## config.mk

```make
export PLATFORM = sky130hd
export DESIGN_NAME = qmbe_front
export DESIGN_NICKNAME = d
export VERILOG_FILES = /design/src/hw/rtl/qmbe_pkg.sv /design/src/hw/rtl/qmbe_front.sv
export SDC_FILE = /design/constraint.sdc
export NUM_CORES = 2
export LEC_CHECK = 0
export BUFFER_PORTS_ARGS = -buffer_cell sky130_fd_sc_hd__buf_2
export CAP_MARGIN = 5
export CORE_ASPECT_RATIO = 1.1
export CORE_MARGIN = 10
export CORE_UTILIZATION = 30
export DETAILED_ROUTE_END_ITERATION = 6
export GPL_ROUTABILITY_DRIVEN = 0
export PLACE_DENSITY = 0.49
export SLEW_MARGIN = 20
export SYNTH_ARGS = -nofsm -noshare
export SYNTH_HDL_FRONTEND = slang
export SYNTH_SLANG_ARGS = --single-unit
```

## constraint.sdc

```tcl
create_clock -name clk -period 20.8 [get_ports clk]
set_input_delay 3.12 -clock clk [delete_from_list [all_inputs] [get_ports clk]]
set_output_delay 3.12 -clock clk [all_outputs]
set_load 0.005 [all_outputs]
```

## src/hw/rtl/qmbe_pkg.sv

```systemverilog
// Shared types, constants and arithmetic helpers of the monomial basis evaluator.
package qmbe_pkg;

    localparam int MAX_DEGREE_DEF = 7;
    localparam int FRAC_BITS_DEF  = 14;
    localparam int MID_DEPTH      = 2;
    localparam int OUT_DEPTH      = 8;
    localparam int IDX_W          = 6;
    localparam int DEG_W          = 3;
    localparam int MODE_W         = 2;
    localparam int CFG_DATA_W     = 3;

    typedef enum logic [0:0] {
        REG_DEGREE = 1'b0,
        REG_MODE   = 1'b1
    } cfg_reg_t;

    localparam logic [MODE_W-1:0] MODE_VALUE = 2'd0;
    localparam logic [MODE_W-1:0] MODE_DX    = 2'd1;
    localparam logic [MODE_W-1:0] MODE_DY    = 2'd2;

    typedef struct packed {
        logic [IDX_W-1:0] basis_index;
        logic             last_in_run;
        logic             batch_end;
    } tag_t;

    typedef struct packed {
        logic signed [31:0] value;
        tag_t               tag;
    } res_t;

    function automatic logic signed [31:0] sat32(input logic signed [63:0] v);
        logic signed [31:0] r;
        if (v > 64'sd2147483647)
            r = 32'sh7fffffff;
        else if (v < -64'sd2147483648)
            r = 32'sh80000000;
        else
            r = v[31:0];
        return r;
    endfunction

    // round to nearest with ties up, drop fb fraction bits, saturate
    function automatic logic signed [31:0] fx_round(input logic signed [63:0] t,
                                                    input int unsigned fb);
        logic signed [63:0] s;
        s = t + (64'sd1 <<< (fb - 1));
        s = s >>> fb;
        return sat32(s);
    endfunction

endpackage

```

## src/hw/rtl/qmbe_front.sv

```systemverilog
// Front end: accept points and expand the power tables of x and y.
module qmbe_front
    import qmbe_pkg::*;
#(
    parameter int MAX_DEGREE = MAX_DEGREE_DEF,
    parameter int FRAC_BITS  = FRAC_BITS_DEF,
    parameter int EW         = $clog2(MAX_DEGREE + 1),
    parameter int QW         = 2 * (MAX_DEGREE + 1) * 32 + 1
)
(
    input  logic                clk,
    input  logic                rst_n,
    input  logic [EW-1:0]       deg,
    input  logic                push,
    output logic                full,
    input  logic signed [15:0]  x,
    input  logic signed [15:0]  y,
    input  logic                last_point,
    output logic                q_push,
    output logic [QW-1:0]       q_word,
    input  logic                q_full
);

    typedef enum logic [2:0] {
        F_IDLE = 3'b001,
        F_CALC = 3'b010,
        F_HOLD = 3'b100
    } fstate_t;

    localparam logic signed [31:0] ONE = 32'sd1 <<< FRAC_BITS;

    fstate_t                  state_reg, state_next;
    logic [EW-1:0]            n_reg, n_next;
    logic signed [15:0]       x_reg, y_reg;
    logic                     last_reg;
    logic signed [31:0]       cur_x_reg, cur_y_reg;
    logic [MAX_DEGREE:0][31:0] px_reg, py_reg;
    logic signed [47:0]       mx, my;
    logic signed [31:0]       nxt_x, nxt_y;
    logic                     accept;
    logic [EW:0]              n_inc;

    assign mx     = cur_x_reg * x_reg;
    assign my     = cur_y_reg * y_reg;
    assign nxt_x  = fx_round(64'(mx), FRAC_BITS);
    assign nxt_y  = fx_round(64'(my), FRAC_BITS);
    assign n_inc  = {1'b0, n_reg} + 1'b1;

    assign full   = !((state_reg == F_IDLE) || ((state_reg == F_HOLD) && !q_full));
    assign accept = push && !full;
    assign q_push = (state_reg == F_HOLD);
    assign q_word = {last_reg, py_reg, px_reg};

    always_comb
    begin
        state_next = state_reg;
        n_next     = n_reg;
        unique case (state_reg)
            F_IDLE:
            begin
                if (accept)
                begin
                    state_next = (deg <= EW'(1)) ? F_HOLD : F_CALC;
                    n_next     = EW'(1);
                end
            end
            F_CALC:
            begin
                n_next = n_inc[EW-1:0];
                if (n_inc == {1'b0, deg})
                begin
                    state_next = F_HOLD;
                end
            end
            F_HOLD:
            begin
                if (accept)
                begin
                    state_next = (deg <= EW'(1)) ? F_HOLD : F_CALC;
                    n_next     = EW'(1);
                end
                else if (!q_full)
                begin
                    state_next = F_IDLE;
                end
            end
            default:
            begin
                state_next = F_IDLE;
            end
        endcase
    end

    always_ff @(posedge clk or negedge rst_n)
    begin
        if (!rst_n)
        begin
            state_reg <= F_IDLE;
            n_reg     <= '0;
        end
        else
        begin
            state_reg <= state_next;
            n_reg     <= n_next;
        end
    end

    always_ff @(posedge clk)
    begin
        if (accept)
        begin
            x_reg     <= x;
            y_reg     <= y;
            last_reg  <= last_point;
            cur_x_reg <= 32'(x);
            cur_y_reg <= 32'(y);
            px_reg[0] <= ONE;
            py_reg[0] <= ONE;
            px_reg[1] <= 32'(x);
            py_reg[1] <= 32'(y);
        end
        else if (state_reg == F_CALC)
        begin
            cur_x_reg <= nxt_x;
            cur_y_reg <= nxt_y;
            for (int i = 2; i <= MAX_DEGREE; i++)
            begin
                if (n_reg == EW'(i - 1))
                begin
                    px_reg[i] <= nxt_x;
                    py_reg[i] <= nxt_y;
                end
            end
        end
    end

    calc_below_degree: assert property (@(posedge clk) disable iff (!rst_n)
        (state_reg == F_CALC) |-> (n_reg < deg))
        else $error("power step beyond degree");

    hold_until_taken: assert property (@(posedge clk) disable iff (!rst_n)
        ((state_reg == F_HOLD) && q_full && !accept) |=> (state_reg == F_HOLD))
        else $error("power table dropped before queue took it");

    step_advances: assert property (@(posedge clk) disable iff (!rst_n)
        ((state_reg == F_CALC) && !accept) |=> (n_reg == $past(n_reg) + 1'b1))
        else $error("power step counter did not advance");

endmodule

```

==> out/metrics.csv <==
stage,metric,value,unit
min_path,hp-class,register to register,
sta,clock-skew-final,0.0387,ns
detailed_routing,wl,175,mm
detailed_routing,drt_iter0_drc,2483,
setup_path,arrival,9.58,ns
clocking,clock_latency,0.65,ns
logic_synthesis,avgSynthCellArea,10.5,um^2
global_route,grt_first_pass_wirelength,264,mm
logic_synthesis,async_flop_share,1.23,%
sta,worst_slew_pin_slew,1.09,ns
floorplan,die_area,193000,um^2
detailed_routing,met1_length,69.9,mm
sta,tns,0,ns
clocking,path_clk_slew,0.07,ns
detailed_routing,drtPass1Iterations,6,
logic_synthesis,synth_edf_count,481,
clocking,cts_buffers,50,
logic_synthesis,ys_ff_latch,487,
setup_path,crit_family,adder cells,
global_route,grt_pass1_vias,39500,
setup_path,path_cells,nand2_1 > inv_1 > fa_1 > inv_1 > fa_1 > inv_1 > fa_1 > fa_1 > fa_1 > fa_1 > ha_1 > a21oi_1 > o21ai_0 > a21o_1 > a2111oi_1 > o21ai_1 > a21oi_1 > xor2_1 > a31o_2 > nand2_1,
logic_synthesis,synthFlopType,edfxtp_1,
sta,min_period,9.38,ns
sta,slew_headroom,26.8,%
global_route,antenna_found_initial,15,
detailed_routing,top_layer,met5,
setup_path,cpPeakStageDelay,0.92,ns
sta,finalSetupViolations,0,
status,status,finished clean,
floorplan,pin_count,555,
logic_synthesis,yosysUniqueCellTypes,75,
floorplan,initial_core_util,30.1,%
detailed_routing,ant_nets,0,
sta,max_freq,107,MHz
place,placed_cells,7612,
place,dp_hpwl,135,mm
finish,drive_gt1_share,12.3,%
finish,stdcell_count,7703,
logic_synthesis,syn_inst,5038,
floorplan,die-height,460,um
sta,maxSlewViolCount,0,
setup_path,crit_buf_inv,3,
floorplan,rows,161,
setup_path,required,21.00,ns
clocking,clk_path_buf_depth,3,
detailed_routing,met3_length,11.0,mm
setup_path,crit_type,register to register,
clocking,cts_resized,0,
finish,nFillCells,17800,
floorplan,die_w,420,um
setup_path,cp_max_fo,31,
logic_synthesis,synth_warnings,0,
place,place_area,57200,um^2
clocking,cts-hold-fix-buffers,0,
clocking,htree_levels,2,
finish,largest_reg_flops,416,
finish,final_area,58800,um^2
clocking,cts-root-buf,clkbuf_16,
finish,fin_nets,6629,
clocking,tritoncts,built,
global_route,gr-total-overflow,0,
detailed_routing,drc,0,
setup_path,startpoint_type,register,
detailed_routing,via_per_inst,4.70,
clocking,cts.sinks,487,
place,io_buffers,490,
sta,hold_viol,0,
floorplan,core,175000,um^2
setup_path,critical-path-top-cell-by-count,fa_1,
clocking,cts_setup_buffers,0,
detailed_routing,wl_per_cell,22.8,um
logic_synthesis,seq_area_frac_synth,27.7,%
setup_path,end_kind,register,
setup_path,crit_slowest_cell,a2111oi_1,
logic_synthesis,syn_area,52800,um^2
run,cap_violations,0,
global_route,grt_start_max_net_pins,54,
sta,rsz0062_at_grt,false,
finish,area_growth,11.4,%
sta,fin_crit_sh,45.1,%
detailed_routing,vias,36200,
detailed_routing,met2RoutedLength,88.5,mm
global_route,grt_usage,18.2,%
-- layout make-up --
cell class,count,area [um^2],share of cell area [%]
multi-input combinational,3185,32700,55.6
timing repair buffer,545,2870,4.88
antenna,2,5.00,0.00851
inverter,1113,4180,7.11
clock buffer,56,1270,2.17
tap,2282,2860,4.86
clock inverter,33,330,0.562
sequential,487,14600,24.8
-- synthesized netlist by cell type, types with 4 or more instances --
cell | instances | area (um^2)
inv_1 | 1112 | 4170
fa_1 | 982 | 19700
nand2_1 | 761 | 2860
edfxtp_1 | 481 | 14400
and2_1 | 413 | 2580
ha_1 | 225 | 2820
clkbuf_1 | 198 | 743
a21oi_1 | 153 | 766
nor2_1 | 141 | 529
buf_4 | 102 | 766
o21ai_0 | 74 | 370
xnor2_1 | 50 | 438
xor2_1 | 36 | 315
nand4_1 | 34 | 213
a21o_1 | 23 | 173
a21oi_2 | 20 | 175
a31oi_1 | 19 | 119
nand3_1 | 18 | 90.1
and3_1 | 17 | 106
o211ai_1 | 15 | 113
nand2b_1 | 14 | 87.6
o21bai_1 | 13 | 97.6
buf_2 | 12 | 60.1
a211oi_1 | 11 | 82.6
o21a_1 | 10 | 75.1
nor2b_1 | 9 | 56.3
nor3_1 | 9 | 45.0
o31ai_1 | 9 | 67.6
o21ai_1 | 7 | 35.0
dfrtp_1 | 5 | 125
or2_2 | 4 | 25.0
-- worst paths after layout --
check / from / slack (ns) / endpoint / depth (start not counted)
setup / recovery: cur_x_reg[31] / 11.42 / q_word[139] / 20
hold / removal: n_reg[0] / 0.53 / n_reg[0] / 1
setup reg to reg: cur_x_reg[31] / 11.42 / q_word[139] / 20
hold reg to reg: n_reg[0] / 0.53 / n_reg[0] / 1
max in group asynchronous: rst_n / 18.24 / state_reg[0] / 1
min in group asynchronous: rst_n / 2.33 / state_reg[1] / 1
-- layer usage --
metal / vias to the layer above / GRT usage, %
met3: 227 / 3.55
met5: - / 0
met1: 19100 / 22.5
met2: 1071 / 31.7
li1: 15800 / -
met4: 2 / 5.74
-- placed cells by master (no fill, tap or decap), types with 4 or more instances in the layout --
cell type	netlist	routed
buf_4	102	54
or2_2	4	4
inv_1	1112	1112
and3_1	17	12
dfrtp_1	5	5
and3_4	0	5
clkbuf_16	0	50
clkinv_1	1	5
buf_2	12	490
xor2_1	36	36
clkbuf_1	198	6
o31ai_1	9	9
nand4_1	34	34
nor2b_1	9	9
xnor2_1	50	50
a21oi_2	20	20
conb_1	2	64
a31oi_1	19	19
nand3_1	18	18
edfxtp_1	481	481
o21ai_0	74	74
o211ai_1	15	15
nand2_1	761	759
ha_1	225	225
inv_6	0	6
o21a_1	10	10
clkinv_2	0	11
nor2_1	141	139
nor3_1	9	9
a21o_1	23	23
o21bai_1	13	13
a211oi_1	11	11
fa_1	982	982
and2_1	413	412
nand2b_1	14	14
a21oi_1	153	153
o21ai_1	7	7
-- worst register-to-register path: cells and delay by family (launching register included) --
| kind | cells | cell delay [ns] |
|---|---|---|
| simple gates | 2 | 0.81 |
| flops | 1 | 0.65 |
| xor+xnor | 1 | 0.36 |
| compound gates | 7 | 2.92 |
| fa+ha+maj | 7 | 3.73 |
| buf+inv | 3 | 0.49 |
-- cell families after synthesis --
| group | share of synthesized area, % |
|---|---|
| fa+ha+maj | 42.6 |
| xor+xnor | 1.43 |
| other cells | 0.0142 |
| flops | 27.7 |
| simple gates | 12.8 |
| compound gates | 4.59 |
| buf+inv | 10.9 |
-- through the flow --
step | setup slack (ns) | utilization (%) | hold slack (ns)
floorplan | 13.78 | - | 0.492
global placement | 11.07 | 32.7 | 0.513
detailed placement | 11.16 | 32.7 | 0.526
CTS | 11.08 | 33.6 | 0.534
global route | 10.92 | 33.6 | 0.571
finish | 11.42 | 33.6 | 0.529
Power is left out: the tool's default activity adds up to more than one toggle a clock period on the data nets, which glitch-free logic cannot reach.
