### config.mk
export PLATFORM = sky130hd
export DESIGN_NAME = qmbe_back
export DESIGN_NICKNAME = d
export VERILOG_FILES = /design/src/hw/rtl/qmbe_pkg.sv /design/src/hw/rtl/qmbe_back.sv
export SDC_FILE = /design/constraint.sdc
export NUM_CORES = 2
export LEC_CHECK = 0
export ABC_AREA = 1
export ABC_CLOCK_PERIOD_IN_PS = 39700
export BUFFER_PORTS_ARGS = -buffer_cell sky130_fd_sc_hd__buf_4
export CAP_MARGIN = 25
export CORE_MARGIN = 3
export CORE_UTILIZATION = 48
export DETAILED_ROUTE_END_ITERATION = 10
export GPL_ROUTABILITY_DRIVEN = 0
export PLACE_DENSITY = 0.66
export SLEW_MARGIN = 20
export SYNTH_ARGS = -nofsm -noshare
export SYNTH_HDL_FRONTEND = slang
export SYNTH_SLANG_ARGS = --single-unit
export TNS_END_PERCENT = 30
### constraint.sdc
create_clock -name clk -period 39.7 [get_ports clk]
set_input_delay 5.955 -clock clk [delete_from_list [all_inputs] [get_ports clk]]
set_output_delay 5.955 -clock clk [all_outputs]
set_load 0.02 [all_outputs]
### src/hw/rtl/qmbe_pkg.sv
// Shared types, constants and arithmetic helpers of the monomial basis evaluator.
package qmbe_pkg;

    localparam int MAX_DEGREE_DEF = 7;
    localparam int FRAC_BITS_DEF  = 14;
    localparam int MID_DEPTH      = 2;
    localparam int OUT_DEPTH      = 8;
    localparam int IDX_W          = 6;
    localparam int DEG_W          = 3;
    localparam int MODE_W         = 2;
    localparam int CFG_DATA_W     = 3;

    typedef enum logic [0:0] {
        REG_DEGREE = 1'b0,
        REG_MODE   = 1'b1
    } cfg_reg_t;

    localparam logic [MODE_W-1:0] MODE_VALUE = 2'd0;
    localparam logic [MODE_W-1:0] MODE_DX    = 2'd1;
    localparam logic [MODE_W-1:0] MODE_DY    = 2'd2;

    typedef struct packed {
        logic [IDX_W-1:0] basis_index;
        logic             last_in_run;
        logic             batch_end;
    } tag_t;

    typedef struct packed {
        logic signed [31:0] value;
        tag_t               tag;
    } res_t;

    function automatic logic signed [31:0] sat32(input logic signed [63:0] v);
        logic signed [31:0] r;
        if (v > 64'sd2147483647)
            r = 32'sh7fffffff;
        else if (v < -64'sd2147483648)
            r = 32'sh80000000;
        else
            r = v[31:0];
        return r;
    endfunction

    // round to nearest with ties up, drop fb fraction bits, saturate
    function automatic logic signed [31:0] fx_round(input logic signed [63:0] t,
                                                    input int unsigned fb);
        logic signed [63:0] s;
        s = t + (64'sd1 <<< (fb - 1));
        s = s >>> fb;
        return sat32(s);
    endfunction

endpackage

### src/hw/rtl/qmbe_back.sv
// Back end: walk the shell order and form each monomial or derivative.
module qmbe_back
    import qmbe_pkg::*;
#(
    parameter int MAX_DEGREE = MAX_DEGREE_DEF,
    parameter int FRAC_BITS  = FRAC_BITS_DEF,
    parameter int EW         = $clog2(MAX_DEGREE + 1),
    parameter int QW         = 2 * (MAX_DEGREE + 1) * 32 + 1
)
(
    input  logic              clk,
    input  logic              rst_n,
    input  logic [EW-1:0]     deg,
    input  logic [MODE_W-1:0] mode,
    input  logic              q_empty,
    input  logic [QW-1:0]     q_word,
    output logic              q_pop,
    input  logic              credit,
    output logic              res_valid,
    output res_t              res
);

    localparam int OW = $clog2(OUT_DEPTH + 1);

    logic                      active_reg;
    logic [EW-1:0]             a_reg, b_reg;
    logic [IDX_W-1:0]          idx_reg;
    logic [OW-1:0]             occ_reg, occ_next;
    logic [MAX_DEGREE:0][31:0] px_reg, py_reg;
    logic                      last_reg;

    logic [MAX_DEGREE:0][31:0] ld_px, ld_py;
    logic                      ld_last;

    logic                      issue, shell_end, term_last;
    logic [EW-1:0]             k, na, nb;
    logic [EW-1:0]             ea, eb, coef;
    logic                      zero;

    logic                      s1_valid_reg, s2_valid_reg, s3_valid_reg;
    logic signed [31:0]        s1_pa_reg, s1_pb_reg;
    logic signed [63:0]        s2_prod_reg;
    logic signed [31:0]        s3_mono_reg;
    logic [EW-1:0]             s1_coef_reg, s2_coef_reg, s3_coef_reg;
    logic                      s1_zero_reg, s2_zero_reg, s3_zero_reg;
    tag_t                      s1_tag_reg, s2_tag_reg, s3_tag_reg;
    logic signed [EW+32:0]     cm;

    assign {ld_last, ld_py, ld_px} = q_word;

    assign issue = active_reg && (occ_reg < OW'(OUT_DEPTH));
    assign k     = (a_reg > b_reg) ? a_reg : b_reg;

    assign shell_end = (k == '0)
                    || ((a_reg == EW'(1)) && (b_reg == EW'(1)))
                    || ((k > EW'(1)) && (a_reg == '0) && (b_reg == k));
    assign term_last = shell_end && (k == deg);
    assign q_pop     = !q_empty && (!active_reg || (issue && term_last));

    always_comb
    begin
        na = a_reg;
        nb = b_reg;
        if (shell_end)
        begin
            na = k + 1'b1;
            nb = '0;
        end
        else if (k == EW'(1))
        begin
            if (b_reg == '0)
            begin
                na = '0;
                nb = EW'(1);
            end
            else
            begin
                na = EW'(1);
                nb = EW'(1);
            end
        end
        else if (b_reg < k)
        begin
            nb = b_reg + 1'b1;
        end
        else
        begin
            na = a_reg - 1'b1;
        end
    end

    always_comb
    begin
        ea   = a_reg;
        eb   = b_reg;
        coef = EW'(1);
        zero = 1'b0;
        unique case (mode)
            MODE_DX:
            begin
                zero = (a_reg == '0);
                ea   = zero ? '0 : a_reg - 1'b1;
                coef = a_reg;
            end
            MODE_DY:
            begin
                zero = (b_reg == '0);
                eb   = zero ? '0 : b_reg - 1'b1;
                coef = b_reg;
            end
            default:
            begin
                coef = EW'(1);
            end
        endcase
    end

    always_comb
    begin
        occ_next = occ_reg;
        if (issue && !credit)
        begin
            occ_next = occ_reg + 1'b1;
        end
        else if (credit && !issue)
        begin
            occ_next = occ_reg - 1'b1;
        end
    end

    always_ff @(posedge clk or negedge rst_n)
    begin
        if (!rst_n)
        begin
            active_reg   <= 1'b0;
            a_reg        <= '0;
            b_reg        <= '0;
            idx_reg      <= '0;
            occ_reg      <= '0;
            s1_valid_reg <= 1'b0;
            s2_valid_reg <= 1'b0;
            s3_valid_reg <= 1'b0;
        end
        else
        begin
            occ_reg      <= occ_next;
            s1_valid_reg <= issue;
            s2_valid_reg <= s1_valid_reg;
            s3_valid_reg <= s2_valid_reg;
            if (q_pop)
            begin
                active_reg <= 1'b1;
            end
            else if (issue && term_last)
            begin
                active_reg <= 1'b0;
            end
            if (issue)
            begin
                if (term_last)
                begin
                    a_reg   <= '0;
                    b_reg   <= '0;
                    idx_reg <= '0;
                end
                else
                begin
                    a_reg   <= na;
                    b_reg   <= nb;
                    idx_reg <= idx_reg + 1'b1;
                end
            end
        end
    end

    always_ff @(posedge clk)
    begin
        if (q_pop)
        begin
            px_reg   <= ld_px;
            py_reg   <= ld_py;
            last_reg <= ld_last;
        end
        s1_pa_reg              <= px_reg[ea];
        s1_pb_reg              <= py_reg[eb];
        s1_coef_reg            <= coef;
        s1_zero_reg            <= zero;
        s1_tag_reg.basis_index <= idx_reg;
        s1_tag_reg.last_in_run <= term_last;
        s1_tag_reg.batch_end   <= last_reg;

        s2_prod_reg <= s1_pa_reg * s1_pb_reg;
        s2_coef_reg <= s1_coef_reg;
        s2_zero_reg <= s1_zero_reg;
        s2_tag_reg  <= s1_tag_reg;

        s3_mono_reg <= fx_round(s2_prod_reg, FRAC_BITS);
        s3_coef_reg <= s2_coef_reg;
        s3_zero_reg <= s2_zero_reg;
        s3_tag_reg  <= s2_tag_reg;
    end

    assign cm        = $signed({1'b0, s3_coef_reg}) * s3_mono_reg;
    assign res_valid = s3_valid_reg;
    assign res.value = s3_zero_reg ? 32'sd0 : sat32(64'(cm));
    assign res.tag   = s3_tag_reg;

    occ_within_depth: assert property (@(posedge clk) disable iff (!rst_n)
        occ_reg <= OW'(OUT_DEPTH))
        else $error("result credits exceed queue depth");

    index_advances: assert property (@(posedge clk) disable iff (!rst_n)
        (issue && !term_last) |=> (idx_reg == $past(idx_reg) + 1'b1))
        else $error("basis index did not advance");

    index_restarts: assert property (@(posedge clk) disable iff (!rst_n)
        (issue && term_last) |=> (idx_reg == '0) && (a_reg == '0) && (b_reg == '0))
        else $error("run did not restart at the first monomial");

    result_has_credit: assert property (@(posedge clk) disable iff (!rst_n)
        res_valid |-> (occ_reg != '0))
        else $error("result word without reserved queue slot");

endmodule

==> flow_summary.yaml <==
synth:
  synthSimpleGateAreaFrac_pct: 15.6
  avgSynthCellArea_sq_um: 8.88
  synth_xor_area_share_pct: 1.36
  syn_area_sq_um: 69300
  synth_top_area_share_pct: 32.2
  synthCells: 7802
  synth_common_cells: "inv_1, nand2_1, fa_1"
  yosysMostFrequentCell: "inv_1"
  yosys.area_share.adder_pct: 37.1
  yosys-top-cells-area: "fa_1, edfxtp_1, inv_1"
  ys_seq_area_share_pct: 28.2
  synth.distinct_cells: 51
  ys.flop_type: "edfxtp_1"
  synth_largest_area_cell: "fa_1"
  yosys_warnings: 0
  synth_seq_cells: 716
  synthMuxAreaShare_pct: 0
  async_reset_ff_share_pct: 2.79
  synth_top_family_by_area: "adder cells"
  synth_compound_area_share_pct: 5.69
  syn-num-nets: 9711
  synth_edf_count: 513
routing:
  viasPerCell: 5.19
  drtPass1Iterations: 6
  ant_nets: 0
  drt_wl_total_microns: 194000
  first_iter_violations: 4143
  dr_total_vias: 52892
  post_drt_wl_per_cell_microns: 19.0
  drcViolationCount: 0
sta:
  fin_crit_ns: 13.67
  fmax_mhz: 73.2
  rsz0062_at_grt: "no"
  worstMarginPinSlew_ns: 1.04
  period_share_pct: 34.4
  finalHoldViolCount: 0
  slew_viol_final: 0
  clock_skew_ns: 0.0713
  slew_headroom_pct: 30.7
  setup_viol: 0
  finalWorstSetupSlack_ns: 26.03
  setup_tns_ns: 0
layout:
  nNetsFinal: 10127
  finalNonFillerCells: 10189
  areaGrowthSynthToFinish_pct: 12.7
  drive_gt1_share_pct: 11.0
global_routing:
  antenna_found_initial: 22
  grt_first_pass_wirelength_microns: 309000
  grt_pass1_vias: 56266
  track_usage_pct: 26.8
  grt_overflow_total: 0
  grt_start_max_net_pins: 170
die:
  dieArea_sq_um: 149000
  start_util_pct: 48.6
  die_width_microns: 386
  rows: 138
  ios: 564
  die_h_microns: 386
  core_sq_um: 142000
min_path:
  worstHoldStart: "s1_tag_reg[2]$_DFF_P_"
  min_delay_path_depth: 0
  whs_endpoint: "s2_tag_reg[2]$_DFF_P_"
  hold_path_class: "reg2reg"
placement:
  place_inst: 10028
  portBuffers: 563
  post-dp-hpwl_microns: 154000
  dp_slack_ns: 26.04
critical_path:
  cp_max_fo: 14
  cp-start-kind: "primary input"
  end_kind: "output pin"
  cp_num_buf_inv: 3
  critical-path-max-stage-delay_ns: 0.35
  cp.required_ns: 33.74
  cp.arrival_ns: 7.71
  worstReg2RegEnd: "s2_prod_reg[59]$_DFF_P_"
  path_common_cell: "buf_4"
  slowest_stage: "buf_4"
  r2r_setup_slack_ns: 30.76
  reg2reg_depth: 25
  path_cells: "buf_4 -> xor2_1 -> nor2_1 -> nand2_1 -> nor2_1 -> nand2_1 -> a21oi_4 -> buf_4 -> buf_4"
  worstSetupPathType: "in2out"
  crit_family: "simple AND/OR/NAND/NOR gates"
  r2r_start: "s1_pa_reg[31]$_DFF_P_"
clock_tree:
  cts_max_level: 3
  clk-insertion-delay-late_ns: 0.73
  cts-root-buf: "clkbuf_16"
  numCtsBuffers: 77
  clk_pin_slew_ns: 0.06
  clkSinkCount: 716
  tritoncts: "built"
  hold_buffers: 0
  cts.path.max_buffers: 3
  post-cts-setup-buffers: 0
  ctsResizeCount: 0
run_status:
  status: "finished clean"
run:
  drv_cap: 0
-- worst max-delay path by stage --
stage	slack [ns]	depth (start not counted)	start	to
after floorplan	2.72	6	deg[1]	q_pop
after global placement	26.09	9	deg[1]	q_pop
after detailed placement	26.04	9	deg[1]	q_pop
after CTS	26.02	9	deg[1]	q_pop
after global routing	25.90	9	deg[1]	q_pop
final	26.03	9	deg[1]	q_pop
-- logic make-up after synthesis --
kind of cell / after synthesis
AOI/OAI and AO/OA: 702
xor gates and xnor gates: 105
adders and majority gates: 1387
buffers and inverters: 2205
DFF: 716
and+or+nand+nor: 2687
-- per-layer routing --
layer | up-vias | part of all wire (%) | track usage [%]
met2 | 2255 | 49 | 45.0
met3 | 401 | 8.3 | 4.99
met5 | - | 0.0067 | 0
met1 | 26088 | 39 | 34.6
met4 | 2 | 3.7 | 9.56
li1 | 24146 | - | -
-- worst reg2reg max path, cell delays in order, from the launching register on --
cell and delay, ns:
dfxtp_1 0.30, buf_4 0.38, nand2_1 0.20, inv_1 0.16, fa_1 0.45, fa_1 0.49
fa_1 0.96, inv_1 0.22, fa_1 0.96, inv_1 0.46, fa_1 0.64, inv_1 0.06
fa_1 0.56, fa_1 0.44, fa_1 0.52, inv_1 0.05, ha_1 0.35, a21oi_1 0.27
o21ai_0 0.14, inv_1 0.10, o21ai_0 0.16, a21oi_1 0.19, o21ai_0 0.18, a31oi_1 0.19
o21ai_0 0.18, xor2_1 0.19
-- per-stage QoR --
stage / hold WS, ns / utilization (%) / cell area, sq um
floorplan: 0.310 / - / 69300
global placement: 0.313 / 52.9 / 75400
detailed placement: 0.312 / 52.9 / 75400
CTS: 0.322 / 54.7 / 78000
global route: 0.333 / 54.8 / 78000
finish: 0.321 / 54.8 / 78000
-- cells in the final DEF, fill, tap and decap left out, types with 76 or more instances in the layout --
cell and instances:
fa_1 1114, a21oi_1 140, nand2_1 1672, a31oi_1 76, clkbuf_16 77, inv_1 1885
buf_4 647, ha_1 273, edfxtp_1 513, dfxtp_1 178, nand3_1 144, nor2_1 695
o21ai_0 315
-- area by class of cell --
type | instances | area (sq um)
Antenna cell | 21 | 52.6
Clock buffer | 93 | 2060
Clock inverter | 46 | 527
Fill cell | 12736 | 64400
Inverter | 1893 | 7110
Multi-Input combinational cell | 4881 | 41500
Sequential cell | 716 | 19600
Tap cell | 1890 | 2360
Timing Repair Buffer | 649 | 4900
Power is not shown: default switching activity piles up to over one toggle a cycle in this logic, so the estimate is an artifact.
