**src/hw/rtl/qmbe_pkg.sv**
```systemverilog
// Shared types, constants and arithmetic helpers of the monomial basis evaluator.
package qmbe_pkg;

    localparam int MAX_DEGREE_DEF = 7;
    localparam int FRAC_BITS_DEF  = 14;
    localparam int MID_DEPTH      = 2;
    localparam int OUT_DEPTH      = 8;
    localparam int IDX_W          = 6;
    localparam int DEG_W          = 3;
    localparam int MODE_W         = 2;
    localparam int CFG_DATA_W     = 3;

    typedef enum logic [0:0] {
        REG_DEGREE = 1'b0,
        REG_MODE   = 1'b1
    } cfg_reg_t;

    localparam logic [MODE_W-1:0] MODE_VALUE = 2'd0;
    localparam logic [MODE_W-1:0] MODE_DX    = 2'd1;
    localparam logic [MODE_W-1:0] MODE_DY    = 2'd2;

    typedef struct packed {
        logic [IDX_W-1:0] basis_index;
        logic             last_in_run;
        logic             batch_end;
    } tag_t;

    typedef struct packed {
        logic signed [31:0] value;
        tag_t               tag;
    } res_t;

    function automatic logic signed [31:0] sat32(input logic signed [63:0] v);
        logic signed [31:0] r;
        if (v > 64'sd2147483647)
            r = 32'sh7fffffff;
        else if (v < -64'sd2147483648)
            r = 32'sh80000000;
        else
            r = v[31:0];
        return r;
    endfunction

    // round to nearest with ties up, drop fb fraction bits, saturate
    function automatic logic signed [31:0] fx_round(input logic signed [63:0] t,
                                                    input int unsigned fb);
        logic signed [63:0] s;
        s = t + (64'sd1 <<< (fb - 1));
        s = s >>> fb;
        return sat32(s);
    endfunction

endpackage

```
**src/hw/rtl/qmbe_fifo.sv**
```systemverilog
// Small first-in first-out queue of fixed-width words.
module qmbe_fifo
    import qmbe_pkg::*;
#(
    parameter int W     = 8,
    parameter int DEPTH = 2
)
(
    input  logic         clk,
    input  logic         rst_n,
    input  logic         push,
    input  logic [W-1:0] din,
    output logic         full,
    input  logic         pop,
    output logic [W-1:0] dout,
    output logic         empty
);

    localparam int AW = (DEPTH > 1) ? $clog2(DEPTH) : 1;
    localparam int CW = $clog2(DEPTH + 1);

    logic [W-1:0]  mem [0:DEPTH-1];
    logic [AW-1:0] wr_ptr_reg, wr_ptr_next;
    logic [AW-1:0] rd_ptr_reg, rd_ptr_next;
    logic [CW-1:0] count_reg, count_next;
    logic          do_push, do_pop;

    assign full    = (count_reg == CW'(DEPTH));
    assign empty   = (count_reg == '0);
    assign do_push = push && !full;
    assign do_pop  = pop && !empty;
    assign dout    = mem[rd_ptr_reg];

    always_comb
    begin
        wr_ptr_next = wr_ptr_reg;
        rd_ptr_next = rd_ptr_reg;
        count_next  = count_reg;
        if (do_push)
        begin
            wr_ptr_next = (wr_ptr_reg == AW'(DEPTH - 1)) ? '0 : wr_ptr_reg + 1'b1;
        end
        if (do_pop)
        begin
            rd_ptr_next = (rd_ptr_reg == AW'(DEPTH - 1)) ? '0 : rd_ptr_reg + 1'b1;
        end
        if (do_push && !do_pop)
        begin
            count_next = count_reg + 1'b1;
        end
        else if (do_pop && !do_push)
        begin
            count_next = count_reg - 1'b1;
        end
    end

    always_ff @(posedge clk or negedge rst_n)
    begin
        if (!rst_n)
        begin
            wr_ptr_reg <= '0;
            rd_ptr_reg <= '0;
            count_reg  <= '0;
        end
        else
        begin
            wr_ptr_reg <= wr_ptr_next;
            rd_ptr_reg <= rd_ptr_next;
            count_reg  <= count_next;
        end
    end

    always_ff @(posedge clk)
    begin
        if (do_push)
        begin
            mem[wr_ptr_reg] <= din;
        end
    end

    count_in_range: assert property (@(posedge clk) disable iff (!rst_n)
        count_reg <= CW'(DEPTH))
        else $error("queue count beyond depth");

    ptr_match_when_empty: assert property (@(posedge clk) disable iff (!rst_n)
        (count_reg == '0) |-> (wr_ptr_reg == rd_ptr_reg))
        else $error("queue pointers differ while empty");

    ptr_match_when_full: assert property (@(posedge clk) disable iff (!rst_n)
        (count_reg == CW'(DEPTH)) |-> (wr_ptr_reg == rd_ptr_reg))
        else $error("queue pointers differ while full");

endmodule

```
**config.mk**
```make
export PLATFORM = sky130hd
export DESIGN_NAME = qmbe_fifo
export DESIGN_NICKNAME = d
export VERILOG_FILES = /design/src/hw/rtl/qmbe_pkg.sv /design/src/hw/rtl/qmbe_fifo.sv
export SDC_FILE = /design/constraint.sdc
export NUM_CORES = 1
export LEC_CHECK = 0
export BUFFER_PORTS_ARGS = -buffer_cell sky130_fd_sc_hd__buf_2
export CORE_UTILIZATION = 44
export DETAILED_ROUTE_END_ITERATION = 10
export PLACE_DENSITY = 0.72
export RECOVER_POWER = 25
export SYNTH_ARGS = -nofsm -noshare
export SYNTH_HDL_FRONTEND = slang
export SYNTH_SLANG_ARGS = --single-unit
export TNS_END_PERCENT = 100
```
**constraint.sdc**
```tcl
create_clock -name clk -period 1.4 [get_ports clk]
set_input_delay 0.28 -clock clk [delete_from_list [all_inputs] [get_ports clk]]
set_output_delay 0.28 -clock clk [all_outputs]
set_load 0.01 [all_outputs]
```
==> results.yml, run 1 <==
outcome:
  outcome: "finished with violations"
  failed_checks: "setup timing"
placed_design:
  gp_congestion: 0.628
  hpwl_um: 874
  io_buffers: 21
  placed_area_um2: 940
worst_setup_path:
  crit_arrival_ps: 1290
  crit_fanout: 4
  crit_path_end: "dout[4]"
  reg2reg_slack_ps: 80
  crit_type: "flop to primary output"
  start_kind: "flop"
  r2r_cells: 5
  crit_path_start: "rd_ptr_reg"
  rr_endpoint: "mem[0][0]"
  critical_path.endpoint_type: "primary output"
  cp.required_ps: 1120
  regToRegStartpoint: "count_reg[0]"
grt:
  grt_max_degree: 13
  grt_pass1_vias: 445
  grt.total_usage: 0.143
  grt_first_pass_wirelength_mm: 1.87
  overflow: 0
  grt_antenna_before_repair: 0
synth:
  syn_inst: 44
  yosysWarningCount: 0
  synth_edf_count: 16
  synth_common_cells: "edfxtp_1, mux2_1, dfrtp_1"
  synth_area_um2: 782
  netlist.area_leader.share: 0.614
  synth_fp_nets: 57
  synthArstFlopShare: 0.200
  yosys_register_bits: 20
  synth_most_common_cell: "edfxtp_1"
  ys_seq_area_frac: 0.742
  ys_types: 15
  syn_area_per_cell_um2: 17.8
  synth_top_area_cell: "edfxtp_1"
  synth_flop_cell: "edfxtp_1"
  synth_area_leaders: "edfxtp_1, dfrtp_1, mux2_1"
routing:
  drt-total-wl_mm: 1.27
  vias_per_cell: 4.88
  firstDrtPassIters: 5
  vias: 464
  drt_iter0_markers: 8
  routedWlPerCell_um: 13.4
  drt.antenna.violating_nets: 0
  drc: 0
final_layout:
  largest_reg_flops: 16
  layout-drive-gt1-share: 0.658
  utilization: 0.735
  area_growth_pct: 48.2
  finalInstanceArea_mm2: 0.00116
  n_antenna_cell: 0
  fin_nets: 93
clock_network:
  clockRootBuffer: "clkbuf_4"
  insertion_delay_ps: 290
  tritoncts: "yes"
  clkSinkCount: 20
  clock_path_buffers: 2
  cts_max_level: 1
  cts_buffers: 3
  clk_pin_slew_ps: 110
sta:
  final_hold_viol_count: 0
  setup_viol: 8
  fin_crit_sh: 1.12
  tightest_slew_ps: 205
  finalSetupTns_ps: -1320
  skew_ps: 8.33
  worst_slack_ps: -172
  maxSlewViolCount: 0
  period_needed_ps: 1570
  fmax_mhz: 636
  timing.max_slew.rel_slack: 0.863
  rsz0062_at_grt: "yes"
die:
  start_util: 0.496
  die-height_um: 44.2
  boundaryPins: 22
  core-area_mm2: 0.00158
  dieArea_mm2: 0.00195
  num_rows: 14
  die_w_um: 44.2
power_and_ir_drop:
  ir_worst_vdd_v: 0.00131
  power_density_mw_per_mm2: 2220
  power.leakage_nw: 0.501
hold_path:
  min_path_type: "input pin to flop"
flow_run:
  drv_cap: 0
## cell usage in the layout (no fill, tap or decap)
master	n
edfxtp_1	16
buf_2	11
buf_6	11
buf_4	7
mux2_4	6
clkbuf_4	3
mux2_2	2
nor2_2	2
xnor2_1	2
xor2_1	2
dfrtp_1	2
dfrtp_2	2
clkbuf_1	2
nor2_1	1
nand2b_4	1
inv_1	1
nand2_4	1
inv_2	1
o21ai_2	1
and3_2	1
xnor2_2	1
ha_4	1
bufinv_16	1
dlygate4sd3_1	1
## worst min-delay path by stage
stage | cells after the start | to | from
global route | 1 | mem[1][6] | din[6]
CTS | 1 | mem[1][3] | din[3]
finish | 1 | mem[1][6] | din[6]
global placement | 1 | count_reg[1] | rst_n
detailed placement | 1 | count_reg[0] | rst_n
floorplan | 0 | count_reg[0] | rst_n
## per-stage QoR
stage                     hold WS, ps  power, W  std cells  worst slack [ps]
after floorplan                 -15.6   0.00138         44              7.85
after global placement           87.3   0.00164         85              57.1
after detailed placement         89.9   0.00167         85            -0.208
after CTS                         161   0.00248         94              -176
after global routing              147   0.00271         95              -215
final                             171   0.00257         95              -172
## routing by layer
metal,GRT usage,vias up,wire length [um]
met2,0.244,9,726
met5,0,-,0
met1,0.159,227,498
li1,-,226,-
met3,0.0490,2,39
met4,0.0727,0,6
## critical path, cell delays in order, from the launching register on
cell and delay (ps):
dfrtp_2 440, buf_6 140, mux2_4 300, buf_6 120
## final cells by class
cell class,count,area (um2)
Fill cell,103,418
Clock buffer,3,22.5
Clock inverter,1,30.0
Inverter,2,7.51
Timing Repair Buffer,32,249
Sequential cell,20,583
Multi-Input combinational cell,21,246
Tap cell,16,20.0
## kinds of logic after synthesis
family                     count (synthesis)  synth area share
AOI/OAI and AO/OA                          1           0.00639
xor gates and xnor gates                   5            0.0656
adders and majority gates                  1            0.0160
buffers and inverters                      3            0.0160
DFF                                       20             0.742
muxes                                      8             0.115
and+or+nand+nor                            6            0.0384
## power breakdown
group	internal, W	switching (W)	total, W
Sequential	0.000837	0.000112	0.000950
Clock	0.000289	0.000162	0.000452
Combinational	0.000718	0.000452	0.00117
## what timing repair did
action	CTS	global route
gates resized for setup	18	10
setup buffers	4	1
pin swaps	1	2
hold buffers	1	0
hold endpoints to repair	4	0
cloned	0	0
endpoints found under the setup margin	9	12
Power figures use the tool's default switching activity.
==> run 2, diff against run 1 <==
CTS_BUF_LIST = sky130_fd_sc_hd__clkbuf_8   (was unset)
==> results.yml, run 2 (synthesis gave the netlist of run 1 again) <==
outcome:
  outcome: "finished with violations"
  failed_checks: "setup timing"
sta:
  whs_ps: 216
  setup_viol: 8
  fin_crit_sh: 1.08
  timing.max_slew.rel_slack: 0.746
  maxSlewViolCount: 0
  fmax_mhz: 661
  worst_slack_ps: -113
  skew_ps: 4.14
  rsz0062_at_grt: "yes"
  period_needed_ps: 1510
  tightest_slew_ps: 381
  finalSetupTns_ps: -859
  final_hold_viol_count: 0
routing:
  drt.antenna.violating_nets: 0
  drt_iter0_markers: 4
  vias: 460
  drt-total-wl_mm: 1.25
  vias_per_cell: 4.89
  routedWlPerCell_um: 13.3
  drc: 0
  firstDrtPassIters: 5
worst_setup_path:
  crit_arrival_ps: 1230
  start_kind: "flop"
  slowest_delay_ps: 430
  crit_family: "flip-flops"
  slowest_stage: "dfrtp_2"
  crit_buf_inv: 2
  crit_fanout: 4
  path_cells: "buf_6 -> mux2_4 -> buf_6"
  cp.required_ps: 1120
  crit_type: "flop to primary output"
  cpMostUsedCell: "buf_6"
  critical_path.endpoint_type: "primary output"
grt:
  grt_antenna_before_repair: 0
  overflow: 0
  grt_max_degree: 13
  grt_first_pass_wirelength_mm: 1.93
  grt_pass1_vias: 451
  grt.total_usage: 0.145
final_layout:
  largest_reg_flops: 16
  layout-drive-gt1-share: 0.628
  final_common_cell: "edfxtp_1"
  nFillCells: 108
  fin_nets: 92
  finalInstanceArea_mm2: 0.00116
  n_antenna_cell: 0
  mostFrequentLayoutCells: "edfxtp_1, buf_2, buf_6, buf_4, mux2_4"
  area_growth_pct: 48.6
clock_network:
  clkSinkCount: 20
  clock_path_buffers: 2
  tritoncts: "yes"
  cts_buffers: 3
  clockRootBuffer: "clkbuf_8"
  insertion_delay_ps: 250
  clk_pin_slew_ps: 70
  cts_max_level: 1
hold_path:
  min_path_type: "input pin to flop"
die:
  start_util: 0.496
  num_rows: 14
  boundaryPins: 22
  die_w_um: 44.2
  core-area_mm2: 0.00158
  dieArea_mm2: 0.00195
  die-height_um: 44.2
placed_design:
  gp_congestion: 0.628
  pre_cts_slack_ps: -0.208
  io_buffers: 21
  placed_area_um2: 940
  hpwl_um: 874
power_and_ir_drop:
  ir_worst_vdd_v: 0.00129
  power_density_mw_per_mm2: 2260
  power.leakage_nw: 0.503
  power.total_w: 0.00263
flow_run:
  drv_cap: 0
[run 2: changes by cell type in the layout (fill, tap and decap cells not counted), sizes merged]
cell | before | now
buf | 29 | 28
[run 2: final timing paths]
check	slack, ps	cells after the start	endpoint	from
worst min-delay path	220	1	mem[1][6]	din[6]
worst max-delay path	-110	3	dout[4]	rd_ptr_reg
worst max register to register	80	5	mem[0][0]	count_reg[0]
worst min register to register	530	1	wr_ptr_reg	wr_ptr_reg
min in group asynchronous	360	2	count_reg[0]	rst_n
max in group asynchronous	920	2	rd_ptr_reg	rst_n
[run 2: area by class of cell]
| type | instances | area (um2) | area share |
|---|---|---|---|
| Clock buffer | 3 | 41.3 | 0.0355 |
| Clock inverter | 1 | 30.0 | 0.0258 |
| Inverter | 2 | 7.51 | 0.00646 |
| Multi-Input combinational cell | 21 | 243 | 0.209 |
| Sequential cell | 20 | 583 | 0.502 |
| Tap cell | 16 | 20.0 | 0.0172 |
| Timing Repair Buffer | 31 | 238 | 0.205 |
[run 2: worst reg2reg max path: stages, from the launching register on]
cell and delay (ps):
dfrtp_1 400, nand2b_4 160, nand2_4 50, buf_4 140
nor2_1 120, buf_4 180
[run 2: power breakdown]
part | leakage [nW] | switching (W) | total [W] | internal, W
Combinational | 0.274 | 0.000446 | 0.00113 | 0.000688
Clock | 0.0357 | 0.000172 | 0.000553 | 0.000381
Sequential | 0.193 | 0.000105 | 0.000944 | 0.000839
Total | 0.503 | 0.000723 | 0.00263 | 0.00191
[run 2: through the flow]
| step | std cells | utilization |
|---|---|---|
| 2_1_floorplan | 44 | - |
| 6_report | 94 | 0.737 |
| 3_3_place_gp | 85 | 0.596 |
| 5_1_grt | 94 | 0.737 |
| 3_5_place_dp | 85 | 0.596 |
| 4_1_cts | 94 | 0.723 |
[run 2: repair_timing]
| action | CTS | global route |
|---|---|---|
| pin swaps | 1 | 3 |
| hold buffers | 1 | 0 |
| resized for setup | 19 | 6 |
| buffers inserted | 4 | 0 |
| endpoints found under the hold margin | 4 | 0 |
| setup endpoints to repair | 9 | 11 |
[run 2: per-layer routing]
| layer | wire length [um] | part of all wire | up-vias | global-route usage |
|---|---|---|---|---|
| li1 | - | - | 225 | - |
| met1 | 507 | 0.40 | 226 | 0.167 |
| met2 | 707 | 0.56 | 9 | 0.250 |
| met3 | 38 | 0.030 | 0 | 0.0367 |
| met4 | 0 | 0 | 0 | 0.0727 |
| met5 | 0 | 0 | - | 0 |
